$ cat src/rtl/two_class_block_pool_allocator_core_defines.svh
//------------------------------------------------------------------------------
// Assertion macros for the two-class block pool allocator
// Clocked checks with an active-low reset that disables them.
//------------------------------------------------------------------------------
`ifndef TWO_CLASS_BLOCK_POOL_ALLOCATOR_CORE_DEFINES_SVH
`define TWO_CLASS_BLOCK_POOL_ALLOCATOR_CORE_DEFINES_SVH

// check that a holds in the cycle after c
`define TCBPA_ASSERT_NEXT(label, clk, rst_n, c, a) \
    label: assert property (@(posedge clk) disable iff (!rst_n) (c) |=> (a)) \
        else $error("assertion failed: next-cycle check");

// check that a holds in the same cycle as c
`define TCBPA_ASSERT_NOW(label, clk, rst_n, c, a) \
    label: assert property (@(posedge clk) disable iff (!rst_n) (c) |-> (a)) \
        else $error("assertion failed: same-cycle check");

`endif

$ cat src/rtl/tcbpa_pkg.sv
//------------------------------------------------------------------------------
// Two-class block pool allocator package
// Request and response types, status codes, register map and defaults.
//------------------------------------------------------------------------------
`timescale 1ns / 1ps

package tcbpa_pkg;

    localparam int SMALL_BLOCKS_DEF = 16;
    localparam int LARGE_BLOCKS_DEF = 8;

    localparam int SIZE_W  = 16;
    localparam int SLOT_W  = 4;
    localparam int SCNT_W  = 5;
    localparam int LCNT_W  = 4;
    localparam int PADDR_W = 3;
    localparam int PDATA_W = 32;

    localparam logic [SIZE_W-1:0] SMALL_LIMIT_RST = 16'd32;
    localparam logic [SIZE_W-1:0] LARGE_LIMIT_RST = 16'd256;

    localparam logic [1:0] ST_OK    = 2'd0;
    localparam logic [1:0] ST_FULL  = 2'd1;
    localparam logic [1:0] ST_SIZE  = 2'd2;
    localparam logic [1:0] ST_RANGE = 2'd3;

    localparam logic CMD_ALLOC = 1'b0;
    localparam logic CMD_FREE  = 1'b1;

    localparam logic POOL_SMALL = 1'b0;
    localparam logic POOL_LARGE = 1'b1;

    // register select is address bit 2: small_limit at 0, large_limit at 4
    localparam logic REG_SMALL_LIMIT = 1'b0;
    localparam logic REG_LARGE_LIMIT = 1'b1;

    typedef struct packed {
        logic              command;
        logic [SIZE_W-1:0] request_size;
        logic              free_pool;
        logic [SLOT_W-1:0] free_slot;
    } t_req;

    typedef struct packed {
        logic [1:0]        status;
        logic              granted_pool;
        logic [SLOT_W-1:0] granted_slot;
        logic [SCNT_W-1:0] small_in_use;
        logic [LCNT_W-1:0] large_in_use;
    } t_rsp;

    typedef struct packed {
        logic load;
        logic exec;
    } t_ctl;

    typedef struct packed {
        logic [SIZE_W-1:0] small_limit;
        logic [SIZE_W-1:0] large_limit;
    } t_cfg;

endpackage

$ cat src/rtl/tcbpa_regs.sv
//------------------------------------------------------------------------------
// Two-class block pool allocator configuration registers
// APB-style write and read of the two size limits.
//------------------------------------------------------------------------------
`timescale 1ns / 1ps

module tcbpa_regs (
    input  logic                           i_clk,
    input  logic                           i_rst_n,
    input  logic                           psel,
    input  logic                           penable,
    input  logic                           pwrite,
    input  logic [tcbpa_pkg::PADDR_W-1:0]  paddr,
    input  logic [tcbpa_pkg::PDATA_W-1:0]  pwdata,
    output logic [tcbpa_pkg::PDATA_W-1:0]  prdata,
    output logic                           pready,
    output tcbpa_pkg::t_cfg                o_cfg
);

    logic [tcbpa_pkg::SIZE_W-1:0] r_small_limit;
    logic [tcbpa_pkg::SIZE_W-1:0] r_large_limit;
    logic                         wr_en;

    assign pready = 1'b1;
    assign wr_en  = psel && penable && pwrite;

    always_ff @(posedge i_clk) begin
        if (!i_rst_n) begin
            r_small_limit <= tcbpa_pkg::SMALL_LIMIT_RST;
            r_large_limit <= tcbpa_pkg::LARGE_LIMIT_RST;
        end else if (wr_en) begin
            if (paddr[2] == tcbpa_pkg::REG_SMALL_LIMIT) begin
                r_small_limit <= pwdata[tcbpa_pkg::SIZE_W-1:0];
            end else begin
                r_large_limit <= pwdata[tcbpa_pkg::SIZE_W-1:0];
            end
        end
    end

    always_comb begin
        if (paddr[2] == tcbpa_pkg::REG_LARGE_LIMIT) begin
            prdata = tcbpa_pkg::PDATA_W'(r_large_limit);
        end else begin
            prdata = tcbpa_pkg::PDATA_W'(r_small_limit);
        end
    end

    assign o_cfg.small_limit = r_small_limit;
    assign o_cfg.large_limit = r_large_limit;

endmodule

$ cat src/rtl/tcbpa_ctrl.sv
//------------------------------------------------------------------------------
// Two-class block pool allocator controller
// Accepts a request, runs the execute state and strobes the response.
//------------------------------------------------------------------------------
`timescale 1ns / 1ps

module tcbpa_ctrl (
    input  logic            i_clk,
    input  logic            i_rst_n,
    input  logic            i_start,
    output logic            o_busy,
    output logic            o_done,
    output tcbpa_pkg::t_ctl o_ctl
);

    typedef enum logic {
        S_IDLE,
        S_EXEC
    } t_state;

    t_state r_state;
    t_state n_state;
    logic   r_done;
    logic   n_done;
    logic   accept;

    assign accept = i_start && (r_state == S_IDLE);

    always_comb begin
        n_state = r_state;
        n_done  = 1'b0;
        case (r_state)
            S_IDLE: begin
                if (accept) begin
                    n_state = S_EXEC;
                end
            end
            S_EXEC: begin
                n_state = S_IDLE;
                n_done  = 1'b1;
            end
            default: begin
                n_state = S_IDLE;
            end
        endcase
    end

    always_ff @(posedge i_clk) begin
        if (!i_rst_n) begin
            r_state <= S_IDLE;
            r_done  <= 1'b0;
        end else begin
            r_state <= n_state;
            r_done  <= n_done;
        end
    end

    assign o_busy     = (r_state == S_EXEC);
    assign o_done     = r_done;
    assign o_ctl.load = accept;
    assign o_ctl.exec = (r_state == S_EXEC);

endmodule

$ cat src/rtl/tcbpa_datapath.sv
//------------------------------------------------------------------------------
// Two-class block pool allocator datapath
// Used-bit maps, in-use counters, first-free search and response register.
//------------------------------------------------------------------------------
`timescale 1ns / 1ps

module tcbpa_datapath #(
    parameter int SMALL_BLOCKS = tcbpa_pkg::SMALL_BLOCKS_DEF,
    parameter int LARGE_BLOCKS = tcbpa_pkg::LARGE_BLOCKS_DEF
) (
    input  logic            i_clk,
    input  logic            i_rst_n,
    input  tcbpa_pkg::t_ctl i_ctl,
    input  tcbpa_pkg::t_cfg i_cfg,
    input  tcbpa_pkg::t_req i_req,
    output tcbpa_pkg::t_rsp o_rsp
);

    localparam int SC_W = $clog2(SMALL_BLOCKS + 1);
    localparam int LC_W = $clog2(LARGE_BLOCKS + 1);
    localparam logic [tcbpa_pkg::SLOT_W:0] SMALL_N = (tcbpa_pkg::SLOT_W + 1)'(SMALL_BLOCKS);
    localparam logic [tcbpa_pkg::SLOT_W:0] LARGE_N = (tcbpa_pkg::SLOT_W + 1)'(LARGE_BLOCKS);

    tcbpa_pkg::t_req           r_req;
    tcbpa_pkg::t_rsp           r_rsp;
    tcbpa_pkg::t_rsp           n_rsp;
    logic [SMALL_BLOCKS-1:0]   r_small_map;
    logic [SMALL_BLOCKS-1:0]   n_small_map;
    logic [LARGE_BLOCKS-1:0]   r_large_map;
    logic [LARGE_BLOCKS-1:0]   n_large_map;
    logic [SC_W-1:0]           r_small_cnt;
    logic [SC_W-1:0]           n_small_cnt;
    logic [LC_W-1:0]           r_large_cnt;
    logic [LC_W-1:0]           n_large_cnt;

    logic [SMALL_BLOCKS-1:0]   s_free;
    logic [SMALL_BLOCKS-1:0]   s_pick;
    logic [SMALL_BLOCKS-1:0]   s_clr;
    logic [LARGE_BLOCKS-1:0]   l_free;
    logic [LARGE_BLOCKS-1:0]   l_pick;
    logic [LARGE_BLOCKS-1:0]   l_clr;
    logic [tcbpa_pkg::SLOT_W-1:0] s_slot;
    logic [tcbpa_pkg::SLOT_W-1:0] l_slot;
    logic                      small_sel;
    logic                      large_sel;
    logic [tcbpa_pkg::SLOT_W:0] slot_ext;
    logic [tcbpa_pkg::SCNT_W:0] l_cnt_ext;

    // lowest free slot as a one-hot mask
    assign s_free = ~r_small_map;
    assign l_free = ~r_large_map;
    assign s_pick = s_free & (~s_free + SMALL_BLOCKS'(1));
    assign l_pick = l_free & (~l_free + LARGE_BLOCKS'(1));

    always_comb begin
        s_slot = '0;
        for (int i = 0; i < SMALL_BLOCKS; i++) begin
            if (s_pick[i]) begin
                s_slot = s_slot | tcbpa_pkg::SLOT_W'(i);
            end
            s_clr[i] = (r_req.free_slot == tcbpa_pkg::SLOT_W'(i));
        end
    end

    always_comb begin
        l_slot = '0;
        for (int i = 0; i < LARGE_BLOCKS; i++) begin
            if (l_pick[i]) begin
                l_slot = l_slot | tcbpa_pkg::SLOT_W'(i);
            end
            l_clr[i] = (r_req.free_slot == tcbpa_pkg::SLOT_W'(i));
        end
    end

    assign small_sel = r_req.request_size < i_cfg.small_limit;
    assign large_sel = !small_sel && (r_req.request_size < i_cfg.large_limit);
    assign slot_ext  = {1'b0, r_req.free_slot};

    always_comb begin
        n_small_map         = r_small_map;
        n_large_map         = r_large_map;
        n_small_cnt         = r_small_cnt;
        n_large_cnt         = r_large_cnt;
        n_rsp.status        = tcbpa_pkg::ST_OK;
        n_rsp.granted_pool  = tcbpa_pkg::POOL_SMALL;
        n_rsp.granted_slot  = '0;
        if (r_req.command == tcbpa_pkg::CMD_ALLOC) begin
            if (small_sel) begin
                if (|s_free) begin
                    n_small_map        = r_small_map | s_pick;
                    n_small_cnt        = r_small_cnt + SC_W'(1);
                    n_rsp.granted_slot = s_slot;
                end else begin
                    n_rsp.status = tcbpa_pkg::ST_FULL;
                end
            end else if (large_sel) begin
                n_rsp.granted_pool = tcbpa_pkg::POOL_LARGE;
                if (|l_free) begin
                    n_large_map        = r_large_map | l_pick;
                    n_large_cnt        = r_large_cnt + LC_W'(1);
                    n_rsp.granted_slot = l_slot;
                end else begin
                    n_rsp.status = tcbpa_pkg::ST_FULL;
                end
            end else begin
                n_rsp.status = tcbpa_pkg::ST_SIZE;
            end
        end else if (r_req.free_pool == tcbpa_pkg::POOL_LARGE) begin
            if (slot_ext >= LARGE_N) begin
                n_rsp.status = tcbpa_pkg::ST_RANGE;
            end else if (|(r_large_map & l_clr)) begin
                n_large_map = r_large_map & ~l_clr;
                n_large_cnt = r_large_cnt - LC_W'(1);
            end
        end else begin
            if (slot_ext >= SMALL_N) begin
                n_rsp.status = tcbpa_pkg::ST_RANGE;
            end else if (|(r_small_map & s_clr)) begin
                n_small_map = r_small_map & ~s_clr;
                n_small_cnt = r_small_cnt - SC_W'(1);
            end
        end
        // saturate the large count to the field width
        l_cnt_ext          = (tcbpa_pkg::SCNT_W + 1)'(n_large_cnt);
        n_rsp.small_in_use = tcbpa_pkg::SCNT_W'(n_small_cnt);
        n_rsp.large_in_use = (l_cnt_ext > (tcbpa_pkg::SCNT_W + 1)'(15)) ?
                             {tcbpa_pkg::LCNT_W{1'b1}} : l_cnt_ext[tcbpa_pkg::LCNT_W-1:0];
    end

    always_ff @(posedge i_clk) begin
        if (!i_rst_n) begin
            r_small_map <= '0;
            r_large_map <= '0;
            r_small_cnt <= '0;
            r_large_cnt <= '0;
        end else if (i_ctl.exec) begin
            r_small_map <= n_small_map;
            r_large_map <= n_large_map;
            r_small_cnt <= n_small_cnt;
            r_large_cnt <= n_large_cnt;
        end
    end

    always_ff @(posedge i_clk) begin
        if (i_ctl.load) begin
            r_req <= i_req;
        end
        if (i_ctl.exec) begin
            r_rsp <= n_rsp;
        end
    end

    assign o_rsp = r_rsp;

endmodule

$ cat src/rtl/two_class_block_pool_allocator_core.sv
// A request accepted by the controller is captured in the request register, and in
// the execute state the response register and the o_done strobe are loaded.
// No new request is accepted while busy in the execute state, which updates the
// used-bit maps and counters.
// Reset: synchronous, active low; both pools come out all free, limits at 32 and 256.
// The response stays on o_rsp; o_done is high for one cycle and cannot be stalled.
//------------------------------------------------------------------------------
// Two-class block pool allocator core
// Top level: configuration registers, controller and allocator datapath.
//------------------------------------------------------------------------------
`timescale 1ns / 1ps
`include "two_class_block_pool_allocator_core_defines.svh"

module two_class_block_pool_allocator_core #(
    parameter int SMALL_BLOCKS = tcbpa_pkg::SMALL_BLOCKS_DEF,
    parameter int LARGE_BLOCKS = tcbpa_pkg::LARGE_BLOCKS_DEF
) (
    input  logic                          i_clk,
    input  logic                          i_rst_n,
    input  logic                          start,
    output logic                          busy,
    input  tcbpa_pkg::t_req               i_req,
    output logic                          o_done,
    output tcbpa_pkg::t_rsp               o_rsp,
    input  logic                          psel,
    input  logic                          penable,
    input  logic                          pwrite,
    input  logic [tcbpa_pkg::PADDR_W-1:0] paddr,
    input  logic [tcbpa_pkg::PDATA_W-1:0] pwdata,
    output logic [tcbpa_pkg::PDATA_W-1:0] prdata,
    output logic                          pready
);

    tcbpa_pkg::t_cfg cfg;
    tcbpa_pkg::t_ctl ctl;

    tcbpa_regs u_regs (
        .i_clk   (i_clk),
        .i_rst_n (i_rst_n),
        .psel    (psel),
        .penable (penable),
        .pwrite  (pwrite),
        .paddr   (paddr),
        .pwdata  (pwdata),
        .prdata  (prdata),
        .pready  (pready),
        .o_cfg   (cfg)
    );

    tcbpa_ctrl u_ctrl (
        .i_clk   (i_clk),
        .i_rst_n (i_rst_n),
        .i_start (start),
        .o_busy  (busy),
        .o_done  (o_done),
        .o_ctl   (ctl)
    );

    tcbpa_datapath #(
        .SMALL_BLOCKS (SMALL_BLOCKS),
        .LARGE_BLOCKS (LARGE_BLOCKS)
    ) u_datapath (
        .i_clk   (i_clk),
        .i_rst_n (i_rst_n),
        .i_ctl   (ctl),
        .i_cfg   (cfg),
        .i_req   (i_req),
        .o_rsp   (o_rsp)
    );

    `TCBPA_ASSERT_NEXT(a_accept_busy, i_clk, i_rst_n, start && !busy, busy && !o_done)
    `TCBPA_ASSERT_NEXT(a_busy_done, i_clk, i_rst_n, busy, o_done && !busy)
    `TCBPA_ASSERT_NOW(a_small_count, i_clk, i_rst_n, o_done, o_rsp.small_in_use <= tcbpa_pkg::SCNT_W'(SMALL_BLOCKS))
    `TCBPA_ASSERT_NOW(a_full_slot, i_clk, i_rst_n, o_done && (o_rsp.status == tcbpa_pkg::ST_FULL), o_rsp.granted_slot == '0)

endmodule
$ cat config.mk
export PLATFORM = sky130hd
export DESIGN_NAME = two_class_block_pool_allocator_core
export DESIGN_NICKNAME = d
export VERILOG_FILES = /design/src/rtl/tcbpa_pkg.sv /design/src/rtl/tcbpa_regs.sv /design/src/rtl/tcbpa_ctrl.sv /design/src/rtl/tcbpa_datapath.sv /design/src/rtl/two_class_block_pool_allocator_core.sv
export VERILOG_INCLUDE_DIRS = /design/src /design/src/rtl
export SDC_FILE = /design/constraint.sdc
export NUM_CORES = 1
export LEC_CHECK = 0
export ABC_AREA = 1
export BUFFER_PORTS_ARGS = -buffer_cell sky130_fd_sc_hd__buf_2
export CAP_MARGIN = 20
export CORE_MARGIN = 2
export CORE_UTILIZATION = 45
export DETAILED_ROUTE_END_ITERATION = 8
export PLACE_DENSITY = 0.66
export SYNTH_ARGS = -nofsm -noshare
export SYNTH_HDL_FRONTEND = slang
export SYNTH_SLANG_ARGS = --single-unit
$ cat constraint.sdc
create_clock -name i_clk -period 2.6 [get_ports i_clk]
set_input_delay 0.13 -clock i_clk [delete_from_list [all_inputs] [get_ports i_clk]]
set_output_delay 0.13 -clock i_clk [all_outputs]
set_load 0.02 [all_outputs]
# After elaboration in Yosys (flattened, before gate mapping)
# Cells that the tools add are included.
# totals
ff_bits,105
output_inout_bits,51
elab_cells,148
# classes
addsub,6
order_cmp,4
n_eq_ne,22
n_mux,64
bitwise_logic,16
n_reduce_logical,19
# op_table
operator,n
$mux 16,7
$mux 4,18
$mux 8,7
$and 16x16->16,3
$not 16->16,3
$mux 5,7
$eq 4x4->1 const B,8
$lt 16x16->1,2
$reduce_or 16->1,2
$and 8x8->8,3
$mux 3,8
$not 8->8,3
$mux 2,10
$add 16x1->16 const B,1
$eq 4x3->1 const B,4
$or 16x16->16,1
$reduce_or 8->1,2
$ne 2x2->1 const B,6
$add 8x1->8 const B,1
$eq 4x2->1 const B,2
$or 8x8->8,1
$reduce_bool 2->1,4
$reduce_and 7->1,1
$mux 1,6
16 further kinds,21

# Depth between registers and ports, before layout
# Gate-level depths: netlist of run 1.
# depth
word_depth,21
ltp_mapped,17
ltp_nobuf,17

# Modules after synthesis
# Synthesis of run 1 repeated with hierarchy kept, for this count alone.
# unflattened
cells_unflattened,923
hier_area_um2,6472.5
# modules_own_cells
mod,instances,cells_per_inst,area_per_inst_um2,seq_area_each_um2
tcbpa_datapath,1,649,4675.7,1801.7
tcbpa_regs,1,263,1710.4,640.6
tcbpa_ctrl,1,11,86.3,40.0

# Worst setup path before layout of run 1
# OpenSTA, ideal clock, no wires.
# synth_path
path_type,register to register
from,"register u_ctrl.r_state, in the netlist u_ctrl.o_busy"
to,"register u_datapath.r_req[0] (netlist bit), enable pin"
setup_ns,0.401
t_arrival_ns,1.765
required_time_ns,2.199
slack_ns,0.434
stages_incl_launch_ff,3
path_buffers,1
cell_sequence,dfxtp_1 > clkbuf_1 > nor2_1
# synth_via
elab_chain_cells,2
# synth_lines
item,line,text
start: declaration,tcbpa_ctrl.sv:21,t_state r_state;
start signal: assignment,tcbpa_ctrl.sv:53,r_state <= n_state;
$not 1->1,tcbpa_ctrl.sv:27,assign accept = i_start && (r_state == S_IDLE);
$logic_and 1x1->1,tcbpa_ctrl.sv:27,
net u_ctrl.accept,tcbpa_ctrl.sv:25,logic accept;
end signal: assignment,tcbpa_datapath.sv:146,r_req <= i_req;
end: declaration,tcbpa_datapath.sv:24,tcbpa_pkg::t_req r_req;
# The timed path passes the listed nets, and every way through them passes these cells.
# A chain may end at the register's enable or synchronous reset.

==> flow_metrics.py, run 1 <==
metrics = {
    "clocking": {
        "tritoncts": "done",
        "clkSinkCount": 105,
        "clock_tree.buffer_depth": 2,
        "h-tree-depth": 3,
        "post_cts.repair.setup_buffers": 0,
        "clock-root-buffer": "clkbuf_16",
        "clkLatencyLatePin_ps": 360,
        "path_clk_slew_ps": 70,
        "cts_made_buffers": 9,
    },
    "global_routing": {
        "grtUsageTotal_pct": 22.8,
        "maximum_number_of_pins_on_one_net_before_global_route_repair": 33,
        "via_count_of_the_first_global_routing_pass": 5588,
        "grt_antenna_before_repair": 0,
        "grt-ovfl-total": 0,
        "grt_pass1_wl_mm": 27.3,
    },
    "placed_design": {
        "dpl_cell_area_um2": 7060,
        "place.detailed.instances": 1141,
        "post-place-ws_ps": 225,
        "gpl.final_weighted_congestion": 0.978,
        "io_buffer_count": 78,
        "hpwlAfterDp_mm": 12.0,
    },
    "sta": {
        "timing.final.ws_setup_ps": 233,
        "worst_slew_pin_slew_ps": 862,
        "worst_slew_margin_rel_pct": 42.5,
        "finalClockSkew_ps": 11.4,
        "unrepaired_setup_endpoints_after_global_routing": "no",
        "report.final.setup_viol": 0,
        "drv_slew": 0,
        "timing.setup.tns_ps": 0,
        "period_share_pct": 91.1,
        "final_period_minus_worst_setup_slack_ps": 2370,
        "hold_viol": 0,
        "max_freq_ghz": 0.422,
    },
    "status": {
        "outcome": "complete, no violations",
    },
    "detailed_routing": {
        "detailroute.via_count": 6104,
        "drt-total-wl_mm": 16.6,
        "count_of_tritonroute_iterations_in_the_first_routing_pass": 6,
        "final_antenna_net_count": 0,
        "drt-vias-per-instance": 5.17,
        "drc": 0,
        "iteration_0_drc_count_of_the_detailed_router": 392,
        "avgRoutedWirePerCell_um": 14.1,
    },
    "worst_setup_path": {
        "arrival_ps": 2480,
        "setup.worst_path.class": "reg2reg",
        "critical_path_required_ps": 2720,
        "worstSetupEndpointType": "register",
        "critical_path_peak_fanout": 5,
        "start_kind": "register",
    },
    "cells_and_area": {
        "drive_above_1_share_pct": 15.9,
        "finish.utilization_pct": 54.2,
        "finalNonFillerCells": 1181,
        "finalNetCount": 1093,
        "area_growth_syn_to_layout_pct": 17.0,
        "layout.cell_area.non_filler_um2": 7580,
        "inserted_diodes": 0,
    },
    "yosys": {
        "post_synth_main_area_contributors": "dfxtp_1 (21%), edfxtp_1 (18%), nand2_1 (14%), o21ai_0 (7.0%), ha_1 (6.6%)",
        "number_of_synthesized_register_bits": 105,
        "synth_enable_flop_cells": 38,
        "yosysSeqAreaShare_pct": 38.3,
        "syn-instance-count": 893,
        "ys_warn_count": 0,
        "postSynth.asyncResetShare_pct": 0,
        "synth.distinct_cells": 44,
        "most_frequently_used_flop_master_after_synthesis": "dfxtp_1",
        "synth.top_cell.area_share_pct": 20.7,
        "synth_area_um2": 6480,
        "yosysTopAreaCell": "dfxtp_1",
        "syn_avg_cell_area_um2": 7.26,
    },
    "die": {
        "placeableCoreArea_um2": 14000,
        "die_x_um": 124,
        "initial_core_util_pct": 46.4,
        "height_of_the_die_um": 124,
        "io-pin-count": 114,
        "dieArea_um2": 15400,
        "core.rowCount": 43,
    },
    "run": {
        "drv_cap": 0,
    },
    "power_and_ir_drop": {
        "power.leakage_nw": 3.25,
        "powerDensity_nw_per_um2": 474,
        "ir_worst_vdd_mv": 0.273,
    },
    "worst_hold_path": {
        "hp-class": "in2reg",
    },
}
layout by cell type (no fill, tap or decap), types with 4 or more instances in the layout:
cell,instances
edfxtp_1,38
a21oi_2,10
dfxtp_1,67
nand2_1,239
clkbuf_16,9
xor2_1,8
buf_2,78
o21ai_0,91
conb_1,17
a21oi_1,58
nor2_1,48
ha_1,34
nor3_1,8
nand4_1,20
dlygate4sd3_1,24
inv_1,101
nand3b_1,5
o22ai_1,4
o31ai_1,6
nand3_1,52
nand2_2,14
buf_4,22
nor2_2,7
kinds of logic after synthesis:
kind of cell | count (synthesis) | share of synthesized area, %
and+or+nand+nor | 402 | 27.4
AOI/OAI and AO/OA | 186 | 15.9
buffers and inverters | 154 | 10.3
DFF | 105 | 38.3
adders and majority gates | 34 | 6.56
xor gates and xnor gates | 8 | 1.08
other | 2 | 0.116
muxes | 2 | 0.309
worst paths after layout:
check | end | slack, ps | start | depth (start not counted)
worst max-delay path | u_datapath.o_rsp[6] | 230 | u_datapath.r_req[3] | 13
worst max register to register | u_datapath.o_rsp[6] | 230 | u_datapath.r_req[3] | 13
worst min register to register | u_datapath.r_large_cnt[3] | 480 | u_datapath.r_large_cnt[3] | 2
worst min-delay path | u_regs.r_small_limit[0] | 10 | pwdata[0] | 3
flip-flops by register name, indices dropped and copies added (netlist names), 4 cells and up:
register and flops:
u_datapath.r_small_cnt 5, u_datapath.r_large_map 8, u_datapath.o_rsp 16, u_datapath.r_req 22, u_regs.r_large_limit 16, u_regs.r_small_limit 16
u_datapath.r_large_cnt 4, u_datapath.r_small_map 16
cell usage after synthesis, types with 4 or more instances:
master,number
a21oi_2,10
ha_1,34
edfxtp_1,38
nand2_2,14
buf_4,18
nor3_1,8
nand2_1,239
a21oi_1,59
inv_1,101
o31ai_1,6
nand3_1,52
clkbuf_1,20
xor2_1,8
nor2_2,6
dfxtp_1,67
o22ai_1,4
nand4_1,20
nor2_1,49
nand3b_1,5
o21ai_0,91
metrics by stage:
step           total power [mW]  hold slack, ps
6_report                   3.60            13.9
5_1_grt                    3.75            40.9
4_1_cts                    3.63            5.74
3_5_place_dp               2.29             308
3_3_place_gp               2.29             308
2_1_floorplan              2.14             229
cell type report:
cell class / count / area (µm²)
Fill cell: 1362 / 6400
Multi-Input combinational cell: 649 / 3400
Sequential cell: 105 / 2480
Timing Repair Buffer: 124 / 796
Inverter: 107 / 404
Clock buffer: 10 / 229
Tap cell: 180 / 225
Clock inverter: 6 / 46.3
report_power, final:
group          total (mW)  leakage [nW]  internal, mW  switching, mW
registers            1.79         0.908          1.76         0.0270
logic               0.503          2.21         0.172          0.330
clock network        1.31         0.140         0.664          0.644
total                3.60          3.25          2.59           1.00
worst max-delay path, cell delays in order (launching register included):
cell	delay, ps
edfxtp_1	520
inv_1	120
nand2_1	130
nor2_2	260
nand2_1	80
nand2_1	90
nor2_1	40
nand2_1	120
nor2_2	90
nor2_1	240
nand2_1	90
nand2_1	80
nand3_1	90
and2_1	170
routing by layer:
metal  vias up  track usage (%)  wire length (µm)
met4         0             8.22               315
li1       3149                -                 -
met3        29             2.88               744
met5         -                0                 0
met2       175             37.3              7630
met1      2751             31.0              7920
what timing repair did:
action                                  CTS  global route
gates resized for setup                   0             2
hold buffers                             24             0
endpoints found under the setup margin    0            13
endpoints found under the hold margin    24             0
Note: power is estimated with default switching activity, not from simulation.
==> inputs of run 2 (changes only) <==
CELL_PAD_IN_SITES_DETAIL_PLACEMENT = 1   (was unset)
CELL_PAD_IN_SITES_GLOBAL_PLACEMENT = 2   (was unset)
CORE_UTILIZATION = 32   (was 45)
PLACE_DENSITY = unset   (was 0.66)
PLACE_DENSITY_LB_ADDON = 0.1   (was unset)
==> run 2 against run 1 <==
Net effect:
- sequential power hardly changed
- combinational power rose by 4.6%
- global-route usage shrank 2.8 points
- highest routed layer unchanged
- sequential cell count unchanged
- clock power is 7% higher
- cell area up 2.4%
==> flow_metrics.py, run 2 (same netlist as run 1, synthesis figures left out) <==
metrics = {
    "status": {
        "outcome": "complete, no violations",
    },
    "cells_and_area": {
        "finalNetCount": 1101,
        "layout.cell_area.non_filler_um2": 7770,
        "largest_reg_flops": 22,
        "final_cell_mix": "nand2_1 (239), inv_1 (101), o21ai_0 (91), buf_2 (78), dfxtp_1 (67)",
        "inserted_diodes": 0,
        "largest-register": "u_datapath.r_req",
        "drive_above_1_share_pct": 16.7,
        "mostFrequentLayoutCell": "nand2_1",
        "finalNonFillerCells": 1279,
        "area_growth_syn_to_layout_pct": 19.8,
    },
    "detailed_routing": {
        "iteration_0_drc_count_of_the_detailed_router": 293,
        "drc": 0,
        "final_antenna_net_count": 0,
        "drt-total-wl_mm": 20.6,
        "count_of_tritonroute_iterations_in_the_first_routing_pass": 4,
        "avgRoutedWirePerCell_um": 16.1,
        "drt-vias-per-instance": 4.84,
        "detailroute.via_count": 6192,
    },
    "clocking": {
        "clock-root-buffer": "clkbuf_16",
        "clkLatencyLatePin_ps": 370,
        "h-tree-depth": 3,
        "clock_tree.buffer_depth": 2,
        "path_clk_slew_ps": 80,
        "tritoncts": "done",
        "cts_made_buffers": 9,
        "clkSinkCount": 105,
    },
    "sta": {
        "hold_viol": 0,
        "unrepaired_setup_endpoints_after_global_routing": "no",
        "timing.setup.tns_ps": 0,
        "max_freq_ghz": 0.426,
        "finalClockSkew_ps": 7.79,
        "final.hold.worst_slack_ps": 18.7,
        "report.final.setup_viol": 0,
        "worst_slew_pin_slew_ps": 961,
        "final_period_minus_worst_setup_slack_ps": 2350,
        "period_share_pct": 90.3,
        "worst_slew_margin_rel_pct": 35.8,
        "drv_slew": 0,
    },
    "power_and_ir_drop": {
        "ir_worst_vdd_mv": 0.287,
        "total_power_mw": 3.71,
        "powerDensity_nw_per_um2": 477,
        "power.leakage_nw": 3.30,
    },
    "placed_design": {
        "dpl_cell_area_um2": 7230,
        "gpl.final_weighted_congestion": 0.804,
        "hpwlAfterDp_mm": 15.1,
        "place.detailed.instances": 1239,
        "io_buffer_count": 78,
    },
    "die": {
        "height_of_the_die_um": 146,
        "die_x_um": 146,
        "placeableCoreArea_um2": 20000,
        "io-pin-count": 114,
        "initial_core_util_pct": 32.4,
        "dieArea_um2": 21400,
        "core.rowCount": 52,
    },
    "worst_setup_path": {
        "worst_r2r_endpoint": "u_datapath.r_small_map[6]",
        "worstSetupEndpointType": "register",
        "setup.worst_path.class": "reg2reg",
        "critical_path_peak_fanout": 10,
        "worst_r2r_startpoint": "u_datapath.r_req[10]",
        "critical_path_required_ps": 2900,
        "r2r_setup_slack_ps": 250,
        "start_kind": "register",
        "arrival_ps": 2650,
        "timing.reg2reg.worst_path_depth": 11,
    },
    "global_routing": {
        "maximum_number_of_pins_on_one_net_before_global_route_repair": 33,
        "grt_pass1_wl_mm": 34.0,
        "via_count_of_the_first_global_routing_pass": 6385,
        "grt-ovfl-total": 0,
        "grt_antenna_before_repair": 0,
        "grtUsageTotal_pct": 20.0,
    },
    "worst_hold_path": {
        "min_delay_path_depth": 3,
        "worstHoldEndpoint": "u_regs.r_large_limit[8]",
        "min-delay-start": "pwdata[8]",
        "hp-class": "in2reg",
    },
    "run": {
        "drv_cap": 0,
    },
}
[run 2: critical path: stages (launching register included)]
cell,delay (ps)
edfxtp_1,420
ha_1,300
a21oi_1,130
nor2_1,50
nor3_1,130
nand2_1,140
nand2_1,110
nand2_1,160
nand2_1,270
buf_4,250
nand4_1,140
a21oi_2,160
[run 2: how the worst max path moves through the flow]
stage,startpoint,to,cells after the start
after global placement,u_datapath.r_req[3],u_datapath.o_rsp[6],13
after global routing,u_datapath.r_req[3],u_datapath.o_rsp[6],14
after CTS,u_datapath.r_req[10],u_datapath.r_small_map[9],11
after floorplan,u_ctrl.o_busy,u_datapath.r_req[0],2
after detailed placement,u_datapath.r_req[10],u_datapath.r_small_map[9],11
final,u_datapath.r_req[10],u_datapath.r_small_map[6],11
[run 2: stage by stage]
step	setup slack, ps	util (%)
6_report	252	38.8
4_1_cts	182	38.7
2_1_floorplan	434	-
3_5_place_dp	201	36.1
3_3_place_gp	260	36.1
5_1_grt	13.5	38.8
[run 2: repair_timing]
| action | CTS | global route |
|---|---|---|
| buffers inserted | 0 | 1 |
| hold buffers | 23 | 0 |
| resized for setup | 0 | 0 |
| setup endpoints to repair | 0 | 3 |
| endpoints found under the hold margin | 23 | 0 |
[run 2: final cells by class]
class | count | area (µm²)
clock inverter | 7 | 63.8
inverter | 107 | 404
tap | 270 | 338
multi-input combinational | 649 | 3390
fill | 2586 | 12300
sequential | 105 | 2480
clock buffer | 9 | 225
timing repair buffer | 132 | 866
[run 2: power breakdown]
group | internal, mW | switching, mW | total, mW | leakage, nW
registers | 1.76 | 0.0273 | 1.79 | 0.908
logic | 0.177 | 0.349 | 0.526 | 2.25
clock network | 0.670 | 0.727 | 1.40 | 0.140
total | 2.60 | 1.10 | 3.71 | 3.30
[run 2: per-layer routing]
layer | vias to the layer above | routed length, µm | global-route usage (%) | part of all wire [%]
met2 | 77 | 9400 | 33.1 | 46
met5 | - | 0 | 0 | 0
met1 | 2943 | 10400 | 27.8 | 50
met4 | 0 | 285 | 5.44 | 1.4
met3 | 16 | 529 | 2.41 | 2.6
li1 | 3156 | - | - | -
==> inputs of run 3 (changes only) <==
CORE_UTILIZATION = 29   (was 32)
PLACE_DENSITY_LB_ADDON = 0.15   (was 0.1)
clock period = 2 ns   (was 2.6 ns; I/O delays follow)
==> run 3 against run 2 <==
Net effect:
- the run now ends with negative setup slack left
- die area increased by 10%
- register-to-register slack got worse by 380 ps
- critical path depth increased by 2
- setup slack got worse by 380 ps
- hold slack got worse by 5.4 ps
- sequential share of layout area decreased by 5.0 points
- critical endpoint is now u_datapath.o_rsp[3]
- cell area increased by 19%
- combinational power increased by 76%
- largest power group unchanged
==> flow_metrics.py, run 3 (same netlist as run 1, synthesis figures left out) <==
metrics = {
    "power_and_ir_drop": {
        "powerDensity_nw_per_um2": 580,
        "total_power_mw": 5.34,
        "power.leakage_nw": 3.94,
        "ir_worst_vdd_mv": 0.330,
    },
    "placed_design": {
        "hpwlAfterDp_mm": 16.9,
        "io_buffer_count": 78,
        "place.detailed.instances": 1342,
        "gpl.final_weighted_congestion": 0.824,
        "post-place-ws_ps": -213,
    },
    "sta": {
        "worst_slew_margin_rel_pct": 59.3,
        "report.final.setup_viol": 39,
        "max_freq_ghz": 0.469,
        "drv_slew": 0,
        "timing.setup.tns_ps": -2840,
        "unrepaired_setup_endpoints_after_global_routing": "yes",
        "period_share_pct": 107,
        "hold_viol": 0,
        "finalClockSkew_ps": 9.13,
        "timing.final.ws_setup_ps": -131,
        "final_period_minus_worst_setup_slack_ps": 2130,
        "worst_slew_pin_slew_ps": 604,
    },
    "detailed_routing": {
        "count_of_tritonroute_iterations_in_the_first_routing_pass": 5,
        "detailroute.via_count": 6597,
        "drt-total-wl_mm": 22.7,
        "avgRoutedWirePerCell_um": 16.3,
        "final_antenna_net_count": 0,
        "iteration_0_drc_count_of_the_detailed_router": 270,
        "drc": 0,
        "drt-vias-per-instance": 4.74,
    },
    "global_routing": {
        "grt_pass1_wl_mm": 36.2,
        "grt-ovfl-total": 0,
        "grt_antenna_before_repair": 0,
        "via_count_of_the_first_global_routing_pass": 6817,
        "maximum_number_of_pins_on_one_net_before_global_route_repair": 39,
        "grtUsageTotal_pct": 19.1,
    },
    "worst_setup_path": {
        "cp.buffers_inverters": 2,
        "timing.critical_path.max_delay_family": "simple AND/OR/NAND/NOR gates",
        "setup.worst_path.class": "reg2reg",
        "critical_path_peak_fanout": 6,
        "cp_cell_sequence": "ha_4, a21oi_2, nor2_1, nor3_2, nand2_2, nand2_4, nand2_4, buf_12, buf_6, nand3_1, nand2_1, nand2_1, nand2_1",
        "start_kind": "register",
        "timing.reg2reg.worst_path_depth": 13,
        "critical_path_required_ps": 2110,
        "worst_r2r_startpoint": "u_datapath.r_req[10]",
        "r2r_setup_slack_ps": -130,
        "cp_num_cells": 13,
        "cpPeakStageDelay_ps": 500,
        "worst_r2r_endpoint": "u_datapath.o_rsp[3]",
        "arrival_ps": 2240,
        "critPathSlowestCell": "edfxtp_1",
        "worstSetupEndpointType": "register",
        "cp_common_cell": "nand2_1",
    },
    "cells_and_area": {
        "finalNetCount": 1204,
        "largest-register": "u_datapath.r_req",
        "area_growth_syn_to_layout_pct": 42.1,
        "largest_reg_flops": 22,
        "drive_above_1_share_pct": 32.5,
        "finalNonFillerCells": 1392,
        "inserted_diodes": 0,
        "mostFrequentLayoutCell": "nand2_1",
        "finish.utilization_pct": 42.1,
        "final_cell_mix": "nand2_1 (200), buf_4 (113), inv_1 (93), o21ai_0 (83), buf_2 (78)",
        "fill_cell_total_of_the_finished_layout": 2730,
    },
    "clocking": {
        "tritoncts": "done",
        "h-tree-depth": 3,
        "clkLatencyLatePin_ps": 360,
        "clkSinkCount": 105,
        "clock_tree.buffer_depth": 2,
        "clock-root-buffer": "clkbuf_16",
        "path_clk_slew_ps": 80,
        "cts_made_buffers": 9,
    },
    "die": {
        "dieArea_um2": 23600,
        "die_x_um": 154,
        "io-pin-count": 114,
        "height_of_the_die_um": 154,
        "placeableCoreArea_um2": 21900,
        "core.rowCount": 54,
        "initial_core_util_pct": 29.6,
    },
    "worst_hold_path": {
        "worstHoldEndpoint": "u_ctrl.o_busy",
        "min-delay-start": "start",
        "min_delay_path_depth": 3,
        "hp-class": "in2reg",
    },
    "status": {
        "failed_checks": "negative setup slack",
        "outcome": "complete, but fails checks",
    },
    "run": {
        "drv_cap": 0,
    },
}
run 3: changes by cell type in the layout (fill, tap and decap cells not counted), sizes merged:
cell | previous run | this run
clkinv | 6 | 5
dlygate4sd3 | 23 | 24
clkbuf | 9 | 11
bufinv | 0 | 2
buf | 109 | 210
inv | 107 | 105
run 3: per-layer routing:
metal / track usage (%) / vias to the layer above / share of wire, %
met4: 3.41 / 0 / 0.75
met1: 26.2 / 3132 / 48
li1: - / 3361 / -
met5: 0 / - / 0
met3: 2.20 / 9 / 2.6
met2: 32.8 / 95 / 48
run 3: what timing repair did:
item	4_1_cts	5_1_grt
setup endpoints to repair	48	49
cloned	0	1
resized for setup	50	90
pin swaps	12	20
setup buffers	5	4
hold buffers	24	0
hold endpoints to repair	24	0
run 3: worst max path at each step:
stage                               from                          to
floorplan                  u_ctrl.o_busy  u_datapath.r_small_map[10]
CTS                  u_datapath.r_req[3]   u_datapath.r_small_map[9]
finish              u_datapath.r_req[10]         u_datapath.o_rsp[3]
global placement    u_datapath.r_req[20]        u_datapath.o_rsp[10]
global route        u_datapath.r_req[10]   u_datapath.r_large_cnt[3]
detailed placement  u_datapath.r_req[10]         u_datapath.o_rsp[4]
run 3: power breakdown:
| part | internal [mW] | switching (mW) | leakage (nW) |
|---|---|---|---|
| registers | 2.29 | 0.0436 | 0.908 |
| logic | 0.383 | 0.542 | 2.86 |
| clock network | 1.19 | 0.898 | 0.166 |
run 3: worst reg2reg max path, stage by stage (launching register included):
cell and delay, ps:
edfxtp_1 500, ha_4 270, a21oi_2 110, nor2_1 60
nor3_2 150, nand2_2 100, nand2_4 80, nand2_4 70
buf_12 150, buf_6 130, nand3_1 80, nand2_1 60
nand2_1 60, nand2_1 70
run 3: cell type report:
type	count	area, µm²	share of cell area, %
Inverter	107	407	4.41
Tap cell	280	350	3.80
Sequential cell	105	2480	27.0
Multi-Input combinational cell	649	3860	41.9
Clock buffer	10	250	2.72
Clock inverter	6	96.3	1.05
Timing Repair Buffer	235	1770	19.2
run 3: per-stage QoR:
stage / area (µm²) / hold slack (ps)
2_1_floorplan: 6550 / 199
5_1_grt: 9210 / 36.7
6_report: 9210 / 13.3
3_3_place_gp: 8010 / 278
4_1_cts: 8820 / 0.780
3_5_place_dp: 8010 / 279
